--- config.mk ---
export PLATFORM = sky130hd
export DESIGN_NAME = meter_frame_deframer
export DESIGN_NICKNAME = d
export VERILOG_FILES = /design/src/design/mfd_pkg.sv /design/src/design/mfd_cell.sv /design/src/design/mfd_match.sv /design/src/design/meter_frame_deframer.sv
export SDC_FILE = /design/constraint.sdc
export NUM_CORES = 1
export LEC_CHECK = 0
export BUFFER_PORTS_ARGS = -buffer_cell sky130_fd_sc_hd__buf_4
export CORE_MARGIN = 2
export CORE_UTILIZATION = 58
export CTS_CLUSTER_DIAMETER = 150
export CTS_CLUSTER_SIZE = 24
export DETAILED_ROUTE_END_ITERATION = 12
export PLACE_DENSITY = 0.78
export SKIP_LAST_GASP = 1
export SYNTH_ARGS = -nofsm -noshare
export SYNTH_HDL_FRONTEND = slang
export SYNTH_SLANG_ARGS = --single-unit
--- constraint.sdc ---
create_clock -name i_clk -period 8.3 [get_ports i_clk]
set_input_delay 1.66 -clock i_clk [delete_from_list [all_inputs] [get_ports i_clk]]
set_output_delay 1.66 -clock i_clk [all_outputs]
set_load 0.005 [all_outputs]
--- src/design/mfd_pkg.sv ---
`default_nettype none
package mfd_pkg;

    localparam int unsigned DATA_SIZE  = 8;
    localparam int unsigned FRAME_SIZE = 18;
    localparam int unsigned HALF_SIZE  = 9;

    localparam logic [7:0] START_RST  = 8'hAA;
    localparam logic [7:0] MIDDLE_RST = 8'hAB;
    localparam logic [7:0] FAULT_RST  = 8'hF0;

    typedef enum logic [1:0] {
        REG_START  = 2'd0,
        REG_MIDDLE = 2'd1,
        REG_FAULT  = 2'd2
    } t_reg_idx;

    typedef enum logic {
        STATUS_OK    = 1'b0,
        STATUS_FAULT = 1'b1
    } t_status;

    // entry k holds the byte k+1 steps back
    typedef logic [7:0] t_window [FRAME_SIZE];

    typedef struct packed {
        logic        found;
        t_status     status;
        logic [15:0] current;
        logic [15:0] voltage;
        logic [31:0] energy;
    } t_frame;

endpackage
`default_nettype wire

--- src/design/mfd_cell.sv ---
`default_nettype none
module mfd_cell (
    input  wire logic       i_clk,
    input  wire logic       i_rst_n,
    input  wire logic       i_shift,
    input  wire logic [7:0] i_byte,
    input  wire logic       i_valid,
    output logic      [7:0] o_byte,
    output logic            o_valid
);

    logic [7:0] r_byte;
    logic       r_valid;

    // byte needs no reset: the valid flag gates any frame match
    always_ff @(posedge i_clk) begin
        if (i_shift) begin
            r_byte <= i_byte;
        end
    end

    always_ff @(posedge i_clk) begin
        if (!i_rst_n) begin
            r_valid <= 1'b0;
        end else if (i_shift) begin
            r_valid <= i_valid;
        end
    end

    assign o_byte  = r_byte;
    assign o_valid = r_valid;

endmodule
`default_nettype wire

--- src/design/mfd_match.sv ---
`default_nettype none
module mfd_match (
    input  wire mfd_pkg::t_window i_window,
    input  wire logic             i_full,
    input  wire logic [7:0]       i_new_byte,
    input  wire logic [7:0]       i_start_marker,
    input  wire logic [7:0]       i_middle_marker,
    input  wire logic [7:0]       i_fault_byte,
    output mfd_pkg::t_frame       o_frame
);
    import mfd_pkg::*;

    logic [7:0]           w_data [DATA_SIZE];
    logic [DATA_SIZE-1:0] w_same;
    logic                 w_markers;

    // data byte j is DATA_SIZE-j back, its copy HALF_SIZE further back
    always_comb begin
        for (int j = 0; j < DATA_SIZE; j++) begin
            w_data[j] = i_window[DATA_SIZE - 1 - j];
            w_same[j] = (i_window[DATA_SIZE - 1 - j] ==
                         i_window[HALF_SIZE + DATA_SIZE - 1 - j]);
        end
    end

    assign w_markers = i_full
                    && (i_new_byte == i_start_marker)
                    && (i_window[HALF_SIZE - 1] == i_middle_marker)
                    && (i_window[FRAME_SIZE - 1] == i_start_marker);

    always_comb begin
        o_frame.found = w_markers && (&w_same);
        if (w_data[0] == i_fault_byte) begin
            o_frame.status  = STATUS_FAULT;
            o_frame.current = '0;
            o_frame.voltage = '0;
            o_frame.energy  = '0;
        end else begin
            o_frame.status  = STATUS_OK;
            o_frame.current = {w_data[0], w_data[1]};
            o_frame.voltage = {w_data[2], w_data[3]};
            o_frame.energy  = {w_data[4], w_data[5], w_data[6], w_data[7]};
        end
    end

endmodule
`default_nettype wire

--- src/design/meter_frame_deframer.sv ---
`default_nettype none
// channel   | valid   | ready   | payload
// ----------+---------+---------+--------------------------------------------
// byte in   | i_valid | o_ready | i_rx_byte
// result    | o_valid | i_ready | o_status o_current o_voltage o_energy
// config    | i_cfg_we| -       | i_cfg_index i_cfg_data
//
// one byte per cycle while o_ready is high; a result appears in the cycle
// after the closing byte. the 18-cell chain shifts on every accepted byte.
// reset empties the chain; no frame is seen until 18 bytes have entered.
// o_ready is low only while a result is held and i_ready is low.
module meter_frame_deframer (
    input  wire logic        i_clk,
    input  wire logic        i_rst_n,
    input  wire logic        i_valid,
    output logic             o_ready,
    input  wire logic [7:0]  i_rx_byte,
    output logic             o_valid,
    input  wire logic        i_ready,
    output logic             o_status,
    output logic      [15:0] o_current,
    output logic      [15:0] o_voltage,
    output logic      [31:0] o_energy,
    input  wire logic        i_cfg_we,
    input  wire logic [1:0]  i_cfg_index,
    input  wire logic [7:0]  i_cfg_data
);
    import mfd_pkg::*;

    logic [7:0]            r_start_marker;
    logic [7:0]            r_middle_marker;
    logic [7:0]            r_fault_byte;
    logic                  w_accept;
    t_window               w_window;
    logic [FRAME_SIZE-1:0] w_valid;
    t_frame                w_frame;
    logic                  r_out_valid;
    logic                  r_status;
    logic [15:0]           r_current;
    logic [15:0]           r_voltage;
    logic [31:0]           r_energy;

    always_ff @(posedge i_clk) begin
        if (!i_rst_n) begin
            r_start_marker  <= START_RST;
            r_middle_marker <= MIDDLE_RST;
            r_fault_byte    <= FAULT_RST;
        end else if (i_cfg_we) begin
            unique case (i_cfg_index)
                REG_START:  r_start_marker  <= i_cfg_data;
                REG_MIDDLE: r_middle_marker <= i_cfg_data;
                REG_FAULT:  r_fault_byte    <= i_cfg_data;
                default:    ;
            endcase
        end
    end

    assign o_ready  = !r_out_valid || i_ready;
    assign w_accept = i_valid && o_ready;

    generate
        for (genvar k = 0; k < FRAME_SIZE; k++) begin : g_cell
            if (k == 0) begin : g_head
                mfd_cell u_cell (
                    .i_clk   (i_clk),
                    .i_rst_n (i_rst_n),
                    .i_shift (w_accept),
                    .i_byte  (i_rx_byte),
                    .i_valid (1'b1),
                    .o_byte  (w_window[k]),
                    .o_valid (w_valid[k])
                );
            end else begin : g_body
                mfd_cell u_cell (
                    .i_clk   (i_clk),
                    .i_rst_n (i_rst_n),
                    .i_shift (w_accept),
                    .i_byte  (w_window[k-1]),
                    .i_valid (w_valid[k-1]),
                    .o_byte  (w_window[k]),
                    .o_valid (w_valid[k])
                );
            end
        end
    endgenerate

    mfd_match u_match (
        .i_window        (w_window),
        .i_full          (w_valid[FRAME_SIZE-1]),
        .i_new_byte      (i_rx_byte),
        .i_start_marker  (r_start_marker),
        .i_middle_marker (r_middle_marker),
        .i_fault_byte    (r_fault_byte),
        .o_frame         (w_frame)
    );

    always_ff @(posedge i_clk) begin
        if (!i_rst_n) begin
            r_out_valid <= 1'b0;
        end else if (o_ready) begin
            r_out_valid <= w_accept && w_frame.found;
        end
    end

    always_ff @(posedge i_clk) begin
        if (o_ready && w_accept && w_frame.found) begin
            r_status  <= w_frame.status;
            r_current <= w_frame.current;
            r_voltage <= w_frame.voltage;
            r_energy  <= w_frame.energy;
        end
    end

    assign o_valid   = r_out_valid;
    assign o_status  = r_status;
    assign o_current = r_current;
    assign o_voltage = r_voltage;
    assign o_energy  = r_energy;

    // fault result carries zero fields
    a_fault_zero: assert property (@(posedge i_clk) disable iff (!i_rst_n)
        (r_out_valid && r_status == STATUS_FAULT) |->
            (r_current == '0 && r_voltage == '0 && r_energy == '0))
        else $error("fault result with nonzero fields");

    // a frame is only found on a full chain
    a_found_full: assert property (@(posedge i_clk) disable iff (!i_rst_n)
        w_frame.found |-> w_valid[FRAME_SIZE-1])
        else $error("frame found before chain filled");

    // chain fills from the head, so a valid tail means all cells valid
    a_fill_order: assert property (@(posedge i_clk) disable iff (!i_rst_n)
        w_valid[FRAME_SIZE-1] |-> (&w_valid))
        else $error("chain valid flags out of order");

    // accepted byte lands in the head cell
    a_head_load: assert property (@(posedge i_clk) disable iff (!i_rst_n)
        w_accept |=> (w_window[0] == $past(i_rx_byte) && w_valid[0]))
        else $error("head cell did not take accepted byte");

    // a held result is not replaced while stalled
    a_hold: assert property (@(posedge i_clk) disable iff (!i_rst_n)
        (r_out_valid && !i_ready) |=> (r_out_valid && !$past(w_accept)))
        else $error("result dropped or byte taken while stalled");

endmodule
`default_nettype wire

==> impl_metrics.json, run 1 <==
{
  "ys_top_cells_by_area": "edfxtp_1 (67%), dfxtp_1 (9.2%), xnor2_1 (3.5%)",
  "hpwlAfterDp_um": 12990,
  "drt_wl_total_um": 18640,
  "yosys_warnings": 0,
  "worstHoldStart": "g_cell[15].g_body.u_cell.o_valid$_SDFFE_PN0P_",
  "chipWidth_um": 131.2,
  "cp_max_fo": 84,
  "fin_setup_tns_ns": 0,
  "fin_crit_ns": 3.856,
  "seq_area_frac_synth": 0.7600,
  "grt-ovfl-total": 0,
  "drive_above_1_share": 0.1641,
  "clk_latency_ns": 0.48,
  "avgSynthCellArea_sq_um": 15.39,
  "cts.reportedPaths.clkPinSlew_ns": 0.09,
  "grt_max_degree": 85,
  "p_switching_uw": 486.8,
  "whs_endpoint": "g_cell[16].g_body.u_cell.o_valid$_SDFFE_PN0P_",
  "setup_viol": 0,
  "slew_headroom": 0.3444,
  "place_congestion": 0.9056,
  "rows": 46,
  "arrival_ns": 3.96,
  "start_util": 0.5933,
  "cts_tree": "built",
  "critPathKind": "input pin to register",
  "cts_hold_buf": 0,
  "hold_class": "register to register",
  "fillers": 1081,
  "power_frac_seq": 0.637,
  "status": "complete, no violations",
  "yosysTopAreaCellShare": 0.6684,
  "diodes": 0,
  "mostFrequentLayoutCells": "edfxtp_1 (209), buf_4 (94), nand2_1 (61)",
  "drc": 0,
  "synth_area_sq_um": 9390,
  "io_pins": 90,
  "clockBufferDepth": 3,
  "post-route-util": 0.6789,
  "grt_pass1_wl_um": 28870,
  "synth-async-reset-ratio": 0,
  "die_area_sq_um": 17220,
  "syn_to_final_growth_pct": 14.43,
  "postSynthNetCount": 633,
  "core-area_sq_um": 15830,
  "timing.final.hold_violations": 0,
  "p_total_mw": 2.301,
  "p_int_mw": 1.814,
  "power.density_nw_per_um2": 214.1,
  "yosysUniqueCellTypes": 41,
  "dp.cells": 905,
  "grt_pass1_vias": 5160,
  "dp_worst_setup_slack_ns": 3.974,
  "fin_nets": 728,
  "ir_drop_mv": 0.1467,
  "via_per_inst": 5.649,
  "post_cts_buffers": 0,
  "worst_slack_ns": 4.444,
  "dr_total_vias": 5248,
  "grt_setup_unrepaired": "no",
  "rr_endpoint": "g_cell[1].g_body.u_cell.o_byte[4]$_DFFE_PP_",
  "cts_resized": 0,
  "numCtsBuffers": 14,
  "clockRootBuffer": "clkbuf_16",
  "io_buffers": 89,
  "p_leak_nw": 3.848,
  "whs_path_depth": 2,
  "clockPowerShare": 0.313,
  "cp-start-kind": "input pin",
  "ys_ff_latch": 252,
  "antenna_found_initial": 0,
  "h-tree-depth": 1,
  "maxCapViolations": 0,
  "routedWlPerCell_um": 20.06,
  "grt_usage": 0.2171,
  "ant_nets": 0,
  "tightest_slew_ns": 0.9834,
  "chipHeight_um": 131.2,
  "power_frac_comb": 0.049,
  "drt_first_iter_violations": 568,
  "r2r_start": "o_valid$_SDFFE_PN0N_",
  "reg2reg_depth": 4,
  "ys.flop_type": "edfxtp_1",
  "final_common_cell": "edfxtp_1",
  "drv_slew": 0,
  "max_freq_ghz": 0.2593,
  "min_period_over_period": 0.4646,
  "firstDrtPassIters": 5,
  "cp.required_ns": 8.40,
  "syn_inst": 610,
  "cts.sinks": 252,
  "fin_skew_ns": 0.01799,
  "crit_path_end_kind": "register",
  "p_sw_frac": 0.2116,
  "r2r_slack_ns": 5.41,
  "fin_cells": 929,
  "yosys.area.top_type": "edfxtp_1",
  "synth_edf_count": 209
}
## sequential cells by signal, indices dropped and copies added, names as in the netlist
register	count
g_cell.g_body.u_cell.o_byte	136
o_energy	32
g_cell.g_body.u_cell.o_valid	17
o_current	16
o_voltage	16
g_cell.g_head.u_cell.o_byte	8
r_fault_byte	8
r_middle_marker	8
r_start_marker	8
g_cell.g_head.u_cell.o_valid	1
o_status	1
o_valid	1
## routing by layer
layer	vias to the layer above	GRT usage	wire length, um
met1	2629	0.3058	7771
met5	-	0	0
li1	2367	-	-
met4	0	0.05918	408
met2	220	0.3573	9153
met3	32	0.03549	1300
## power groups by stage
stage,registers [mW],logic (mW),clock network (mW)
floorplan,1.48,0.0755,0
global placement,1.49,0.109,0
detailed placement,1.49,0.112,0
CTS,1.47,0.114,0.732
global route,1.47,0.123,0.778
finish,1.47,0.114,0.721
## cells in the mapped netlist, types with 3 or more instances
cell,count
xor2_1,26
inv_2,3
nand4_1,10
a21boi_0,12
nor4_1,12
o22ai_1,8
o2111ai_1,3
edfxtp_1,209
dfxtp_1,43
nand2_1,61
o2bb2ai_1,6
mux2i_1,13
nand2b_1,9
a21boi_1,8
xnor2_1,38
nor2_1,19
clkbuf_1,13
nand3_1,6
and2_1,47
nor2b_1,10
inv_1,26
o211ai_1,3
## cell type report
| class | instances | area [sq um] | area share |
|---|---|---|---|
| clock buffer | 23 | 405.4 | 0.03773 |
| clock inverter | 1 | 16.27 | 0.001514 |
| inverter | 29 | 113.9 | 0.01060 |
| multi-input combinational | 314 | 2097 | 0.1952 |
| sequential | 252 | 7137 | 0.6642 |
| tap | 216 | 270.3 | 0.02515 |
| timing repair buffer | 94 | 705.7 | 0.06567 |
## stage by stage
| stage | area, sq um | hold slack, ns |
|---|---|---|
| 2_1_floorplan | 9390 | 0.4264 |
| 3_3_place_gp | 10320 | 0.4323 |
| 3_5_place_dp | 10320 | 0.4339 |
| 4_1_cts | 10750 | 0.4510 |
| 5_1_grt | 10750 | 0.4619 |
| 6_report | 10750 | 0.4467 |
## worst max-delay path, cell delays in order
cell and delay [ns]:
buf_4 0.07, nand2b_1 0.15, nand2_1 0.40, inv_6 0.70
buf_4 0.89
## logic make-up after synthesis
kind of cell	Yosys count	synth area share
XOR/XNOR	64	0.05969
buffers and inverters	44	0.01759
AND/OR/NAND/NOR	185	0.1039
multiplexers	13	0.01386
AO/OA/AOI/OAI	52	0.04491
flip-flops	252	0.7600
## worst max path at each step
stage,slack [ns],to,from
final,4.44,g_cell[1].g_body.u_cell.o_byte[4]$_DFFE_PP_,i_ready
after global routing,4.27,g_cell[9].g_body.u_cell.o_byte[5]$_DFFE_PP_,i_ready
after CTS,4.46,g_cell[9].g_body.u_cell.o_byte[5]$_DFFE_PP_,i_ready
after detailed placement,3.97,g_cell[1].g_body.u_cell.o_byte[2]$_DFFE_PP_,i_ready
after global placement,4.10,g_cell[1].g_body.u_cell.o_byte[2]$_DFFE_PP_,i_ready
after floorplan,1.49,g_cell[0].g_head.u_cell.o_byte[0]$_DFFE_PP_,i_ready
Power figures use the tool's default switching activity.
==> run 2: changes to the inputs <==
- clock period: 8.3 -> 3.8 ns (I/O delays scaled with it)
==> run 2 against run 1 <==
Final cell count is 0.11% higher. Power grew 120%. Sequential share of layout area decreased by 0.33 points. First-iteration DRC count is 3.9% lower. Design area increased by 0.50%. Clock power up 120%. Combinational power rose by 120%. Die area stayed put. Critical path type is now register to register. Wire length shrank 0.41%.
==> impl_metrics.json, run 2 (synthesized netlist as in run 1, its figures left out) <==
{
  "syn_to_final_growth_pct": 15.00,
  "crit_path_end_kind": "register",
  "worstHoldStart": "g_cell[2].g_body.u_cell.o_valid$_SDFFE_PN0P_",
  "clockBufferDepth": 3,
  "setup_viol": 0,
  "arrival_ns": 2.82,
  "numCtsBuffers": 14,
  "r2r_slack_ns": 1.10,
  "grt_pass1_wl_um": 28610,
  "r2r_start": "g_cell[7].g_body.u_cell.o_byte[0]$_DFFE_PP_",
  "grt_pass1_vias": 5147,
  "cp_slowest_stage_delay_ns": 0.53,
  "fillers": 1083,
  "via_per_inst": 5.597,
  "dp.cells": 906,
  "hold_class": "register to register",
  "largest_register_ff_count": 136,
  "ir_drop_mv": 0.2846,
  "cts_tree": "built",
  "slew_headroom": 0.4717,
  "fin_nets": 729,
  "post-route-util": 0.6823,
  "whs_path_depth": 2,
  "final_common_cell": "edfxtp_1",
  "cp-start-kind": "register",
  "grt_setup_unrepaired": "no",
  "drt_wl_total_um": 18560,
  "grt_usage": 0.2161,
  "reg2reg_depth": 6,
  "p_leak_nw": 3.873,
  "status": "complete, no violations",
  "rr_endpoint": "o_current[0]$_SDFFCE_PP0P_",
  "h-tree-depth": 1,
  "io_pins": 90,
  "cts.reportedPaths.clkPinSlew_ns": 0.10,
  "tightest_slew_ns": 0.7925,
  "whs_endpoint": "g_cell[3].g_body.u_cell.o_valid$_SDFFE_PN0P_",
  "cts.sinks": 252,
  "drv_slew": 0,
  "critPathKind": "register to register",
  "chipHeight_um": 131.2,
  "firstDrtPassIters": 5,
  "dp_worst_setup_slack_ns": 0.9947,
  "io_buffers": 89,
  "hpwlAfterDp_um": 12740,
  "rows": 46,
  "maxCapViolations": 0,
  "fin_skew_ns": 0.02672,
  "crit_path_top_delay_cell": "edfxtp_1",
  "cts_hold_buf": 0,
  "mostFrequentLayoutCells": "edfxtp_1 (209), buf_4 (93), nand2_1 (61)",
  "clk_latency_ns": 0.49,
  "post_cts_buffers": 0,
  "clockRootBuffer": "clkbuf_16",
  "routedWlPerCell_um": 19.96,
  "cts_resized": 0,
  "start_util": 0.5933,
  "drc": 0,
  "drt_first_iter_violations": 546,
  "ant_nets": 0,
  "min_period_over_period": 0.7095,
  "placed_area_sq_um": 10380,
  "timing.final.hold_violations": 0,
  "antenna_found_initial": 0,
  "grt-ovfl-total": 0,
  "drive_above_1_share": 0.1695,
  "core-area_sq_um": 15830,
  "max_freq_ghz": 0.3709,
  "fin_crit_ns": 2.696,
  "crit_family": "simple AND/OR/NAND/NOR gates",
  "crit_chain": "inv_1, o22ai_1, nor4_1, nand4_2, nor4_4, buf_4",
  "cp_num_buf_inv": 2,
  "diodes": 0,
  "die_area_sq_um": 17220,
  "whs_ns": 0.4505,
  "cp_max_fo": 49,
  "chipWidth_um": 131.2,
  "grt_max_degree": 93,
  "fin_cells": 930,
  "worst_slack_ns": 1.104,
  "cp.required_ns": 3.92,
  "final_cell_area_sq_um": 10800,
  "power.density_nw_per_um2": 466.7,
  "dr_total_vias": 5205,
  "place_congestion": 0.9457
}
run 2: cell types whose count changed in the layout (fill, tap and decap cells not counted):
| cell | delta |
|---|---|
| xnor2_1 | -1 |
| a2111oi_2 | +1 |
| nand2b_4 | +1 |
| nand2b_1 | -1 |
| buf_12 | +2 |
| buf_4 | -1 |
| a2111oi_0 | -1 |
| xnor2_2 | +1 |
run 2: worst max-delay path by stage:
stage                                                start                          to  depth (start not counted)
2_1_floorplan                                      i_ready  o_current[0]$_SDFFCE_PP0P_                          5
3_3_place_gp                                  i_rx_byte[3]  o_current[5]$_SDFFCE_PP0P_                          7
3_5_place_dp                                  i_rx_byte[0]  o_voltage[5]$_SDFFCE_PP0P_                          6
4_1_cts        g_cell[7].g_body.u_cell.o_byte[0]$_DFFE_PP_  o_voltage[7]$_SDFFCE_PP0P_                          6
5_1_grt        g_cell[7].g_body.u_cell.o_byte[3]$_DFFE_PP_  o_energy[13]$_SDFFCE_PP0P_                          6
6_report       g_cell[7].g_body.u_cell.o_byte[0]$_DFFE_PP_  o_current[0]$_SDFFCE_PP0P_                          6
run 2: layout make-up:
| type | count | area [sq um] | area share |
|---|---|---|---|
| inverter | 29 | 113.9 | 0.01054 |
| multi-input combinational | 314 | 2118 | 0.1962 |
| clock buffer | 23 | 405.4 | 0.03754 |
| tap | 216 | 270.3 | 0.02503 |
| sequential | 252 | 7137 | 0.6609 |
| timing repair buffer | 95 | 738.2 | 0.06836 |
| clock inverter | 1 | 16.27 | 0.001506 |
run 2: routing by layer:
metal	part of all wire	GRT usage	routed length (um)	vias up
met5	0	0	0	-
met4	0.026	0.06159	481	0
met3	0.070	0.03009	1308	25
met2	0.48	0.3594	8996	216
met1	0.42	0.3030	7772	2586
li1	-	-	-	2378
run 2: report_power, final:
part	internal (mW)	leakage (nW)	switching, mW
combinational	0.111	1.33	0.144
clock	0.748	0.201	0.837
sequential	3.11	2.34	0.0927
total	3.97	3.87	1.07
run 2: stage by stage:
stage	TNS [ns]	power, mW
finish	0	5.040
global route	0	5.199
CTS	0	5.065
detailed placement	0	3.511
global placement	0	3.502
floorplan	-6.192	3.394
run 2: worst register-to-register path, delay by kind of cell (launching register included):
family          cells  cell delay [ns]
buf+inv             2             0.69
flops               1             0.53
simple gates        3             0.97
compound gates      1             0.09
==> run 3: changes to the inputs <==
- ABC_AREA: default -> 1
- CORE_UTILIZATION: 58 -> 54
- PLACE_DENSITY: 0.78 -> 0.76
- clock period: 3.8 -> 2.4 ns (I/O delays scaled with it)
==> run 3 against run 2 <==
Design area grew 12%. Clock skew shrank 0.0038 ns. Area after synthesis grew 13%. Largest cell class unchanged. Wire length grew 40%. Sequential power grew 59%. Non-clock buffer count grew 5. Global-route usage grew 3.7 points. Worst setup slack lost 0.92 ns. Die area grew 20%. Clock power grew 59%.
==> impl_metrics.json, run 3 <==
{
  "status": "complete, no violations",
  "drive_above_1_share": 0.1061,
  "syn_to_final_growth_pct": 14.49,
  "drt_first_iter_violations": 813,
  "chipWidth_um": 144.0,
  "antenna_found_initial": 2,
  "post-route-util": 0.6263,
  "synth_compound_area_frac": 0.02898,
  "cp_slowest_stage_delay_ns": 0.39,
  "clockRootBuffer": "clkbuf_16",
  "synth_top_family_by_area": "simple AND/OR/NAND/NOR gates",
  "worst_slack_ns": 0.1839,
  "drv_slew": 0,
  "chipHeight_um": 144.0,
  "grt_setup_unrepaired": "no",
  "drc": 0,
  "via_per_inst": 5.216,
  "ys.flop_type": "edfxtp_1",
  "diodes": 0,
  "dr_total_vias": 7573,
  "fin_setup_tns_ns": 0,
  "dp.cells": 1430,
  "setup_viol": 0,
  "rows": 51,
  "yosys_warnings": 0,
  "cp.required_ns": 2.60,
  "cp-endpoint": "o_energy[23]$_SDFFCE_PP0P_",
  "fin_nets": 1207,
  "crit_chain": "inv_1, nand2_1, o21ai_0, nor3_1, nand2_1, nand3b_1, nor2_4, buf_12, buf_12",
  "clockBufferDepth": 3,
  "register_area_sq_um": 7137,
  "synth_edf_count": 209,
  "maxCapViolations": 0,
  "avgSynthCellArea_sq_um": 9.766,
  "hold_class": "input pin to register",
  "p_leak_nw": 5.393,
  "cts_tree": "built",
  "cts_hold_buf": 0,
  "fin_skew_ns": 0.02296,
  "cts.reportedPaths.clkPinSlew_ns": 0.10,
  "ant_nets": 0,
  "crit_path_end_kind": "register",
  "synth.mux.area_fraction": 0,
  "syn_inst": 1083,
  "drt_wl_total_um": 26070,
  "yosys.area.top_type": "edfxtp_1",
  "numCtsBuffers": 14,
  "firstDrtPassIters": 5,
  "seq_area_frac_synth": 0.6748,
  "die_area_sq_um": 20720,
  "tightest_slew_ns": 0.9662,
  "r2r_slack_ns": 0.18,
  "final_common_cell": "nand2_1",
  "min_period_over_period": 0.9234,
  "cp_max_fo": 26,
  "h-tree-depth": 1,
  "ys_ff_latch": 252,
  "ys_top_cells_by_area": "edfxtp_1 (59%), nand2_1 (12%), dfxtp_1 (8.1%)",
  "critPathKind": "register to register",
  "place_congestion": 0.9637,
  "reg2reg_depth": 9,
  "timing.final.hold_violations": 0,
  "io_buffers": 89,
  "grt_usage": 0.2534,
  "synth_top_cells_by_count": "nand2_1 (332), edfxtp_1 (209), inv_1 (182)",
  "crit_path_top_delay_cell": "edfxtp_1",
  "grt_pass1_vias": 6928,
  "mostFrequentLayoutCells": "nand2_1 (330), edfxtp_1 (209), inv_1 (180)",
  "synth_area_sq_um": 10580,
  "fillers": 1571,
  "grt_pass1_wl_um": 38360,
  "cp-start-kind": "register",
  "fin_cells": 1452,
  "synth.most_common_cell": "nand2_1",
  "clk_latency_ns": 0.50,
  "cts.sinks": 252,
  "synth-async-reset-ratio": 0,
  "fin_crit_ns": 2.216,
  "largest_register_ff_count": 136,
  "crit_start": "g_cell[3].g_body.u_cell.o_byte[3]$_DFFE_PP_",
  "arrival_ns": 2.41,
  "ir_drop_mv": 0.4670,
  "io_pins": 90,
  "hpwlAfterDp_um": 19420,
  "whs_ns": 0.1883,
  "postSynthNetCount": 1106,
  "grt_max_degree": 163,
  "power.density_nw_per_um2": 684.2,
  "synth-simple-area-share": 0.2121,
  "multiInputGateArea_sq_um": 2706,
  "start_util": 0.5470,
  "core-area_sq_um": 19330,
  "grt-ovfl-total": 0,
  "dp_worst_setup_slack_ns": 0.1128,
  "routedWlPerCell_um": 17.96,
  "max_freq_ghz": 0.4512,
  "yosysUniqueCellTypes": 25,
  "yosysTopAreaCellShare": 0.5934,
  "synthXorXnorAreaFrac": 0.009937,
  "r2r_start": "g_cell[3].g_body.u_cell.o_byte[3]$_DFFE_PP_",
  "synthAdderAreaFrac": 0,
  "slew_headroom": 0.3559,
  "rr_endpoint": "o_energy[23]$_SDFFCE_PP0P_"
}
run 3: cell types whose count changed after synthesis, sizes merged, moves of 12 or more:
cell	previous run	this run
nand2	61	332
nor2	19	177
inv	29	182
and2	47	0
o21ai	0	33
xnor2	38	7
xor2	26	5
a21boi	20	0
mux2i	13	0
nand3	6	19
a21oi	1	13
run 3: metrics by stage:
stage / instance area [sq um] / total power [mW]
final: 12110 / 8.285
after CTS: 12060 / 8.303
after global routing: 12110 / 8.549
after floorplan: 10640 / 5.561
after global placement: 11650 / 5.834
after detailed placement: 11650 / 5.849
run 3: worst min path at each step:
stage                                                            start                                            to  cells past startpoint  slack (ns)
final                                                     i_rx_byte[3]   g_cell[0].g_head.u_cell.o_byte[3]$_DFFE_PP_                      1        0.19
after global routing                                      i_rx_byte[3]   g_cell[0].g_head.u_cell.o_byte[3]$_DFFE_PP_                      1        0.17
after CTS                                                 i_rx_byte[3]   g_cell[0].g_head.u_cell.o_byte[3]$_DFFE_PP_                      1        0.19
after detailed placement   g_cell[3].g_body.u_cell.o_byte[6]$_DFFE_PP_   g_cell[4].g_body.u_cell.o_byte[6]$_DFFE_PP_                      0        0.46
after global placement    g_cell[10].g_body.u_cell.o_byte[4]$_DFFE_PP_  g_cell[11].g_body.u_cell.o_byte[4]$_DFFE_PP_                      0        0.45
after floorplan           g_cell[16].g_body.u_cell.o_byte[0]$_DFFE_PP_  g_cell[17].g_body.u_cell.o_byte[0]$_DFFE_PP_                      0        0.43
run 3: power by group:
part	internal (mW)	switching (mW)	leakage (nW)
combinational	0.209	0.456	2.85
clock	1.15	1.36	0.195
sequential	4.94	0.159	2.35
total	6.31	1.98	5.39
run 3: layer usage:
metal  vias to the layer above  global-route usage  part of all wire
met4                         0              0.1006             0.045
met3                        75             0.04399             0.082
met1                      3487              0.3544              0.41
met5                         -                   0                 0
li1                       3638                   -                 -
met2                       373              0.3980              0.46
run 3: layout make-up:
| class | count | share of cell area |
|---|---|---|
| inverter | 182 | 0.05786 |
| tap | 265 | 0.02738 |
| clock buffer | 18 | 0.03193 |
| sequential | 252 | 0.5894 |
| multi-input combinational | 634 | 0.2235 |
| timing repair buffer | 100 | 0.06861 |
| clock inverter | 1 | 0.001343 |
run 3: logic make-up (layout without fill, tap and decap cells):
family	Yosys count	count (layout)
AO/OA/AOI/OAI	56	56
flip-flops	252	252
buffers and inverters	197	301
AND/OR/NAND/NOR	566	566
XOR/XNOR	12	12
run 3: repair_timing:
action / in CTS / in global routing
buffers inserted: 0 / 2
setup endpoints to repair: 0 / 65
endpoints found under the hold margin: 0 / 0
resized for setup: 0 / 0
run 3: critical path: cells and delay by family (launching register included):
family	cells	cell delay (ns)
AND/OR/NAND/NOR	5	1.00
buffers and inverters	3	0.38
AO/OA/AOI/OAI	1	0.13
flip-flops	1	0.39
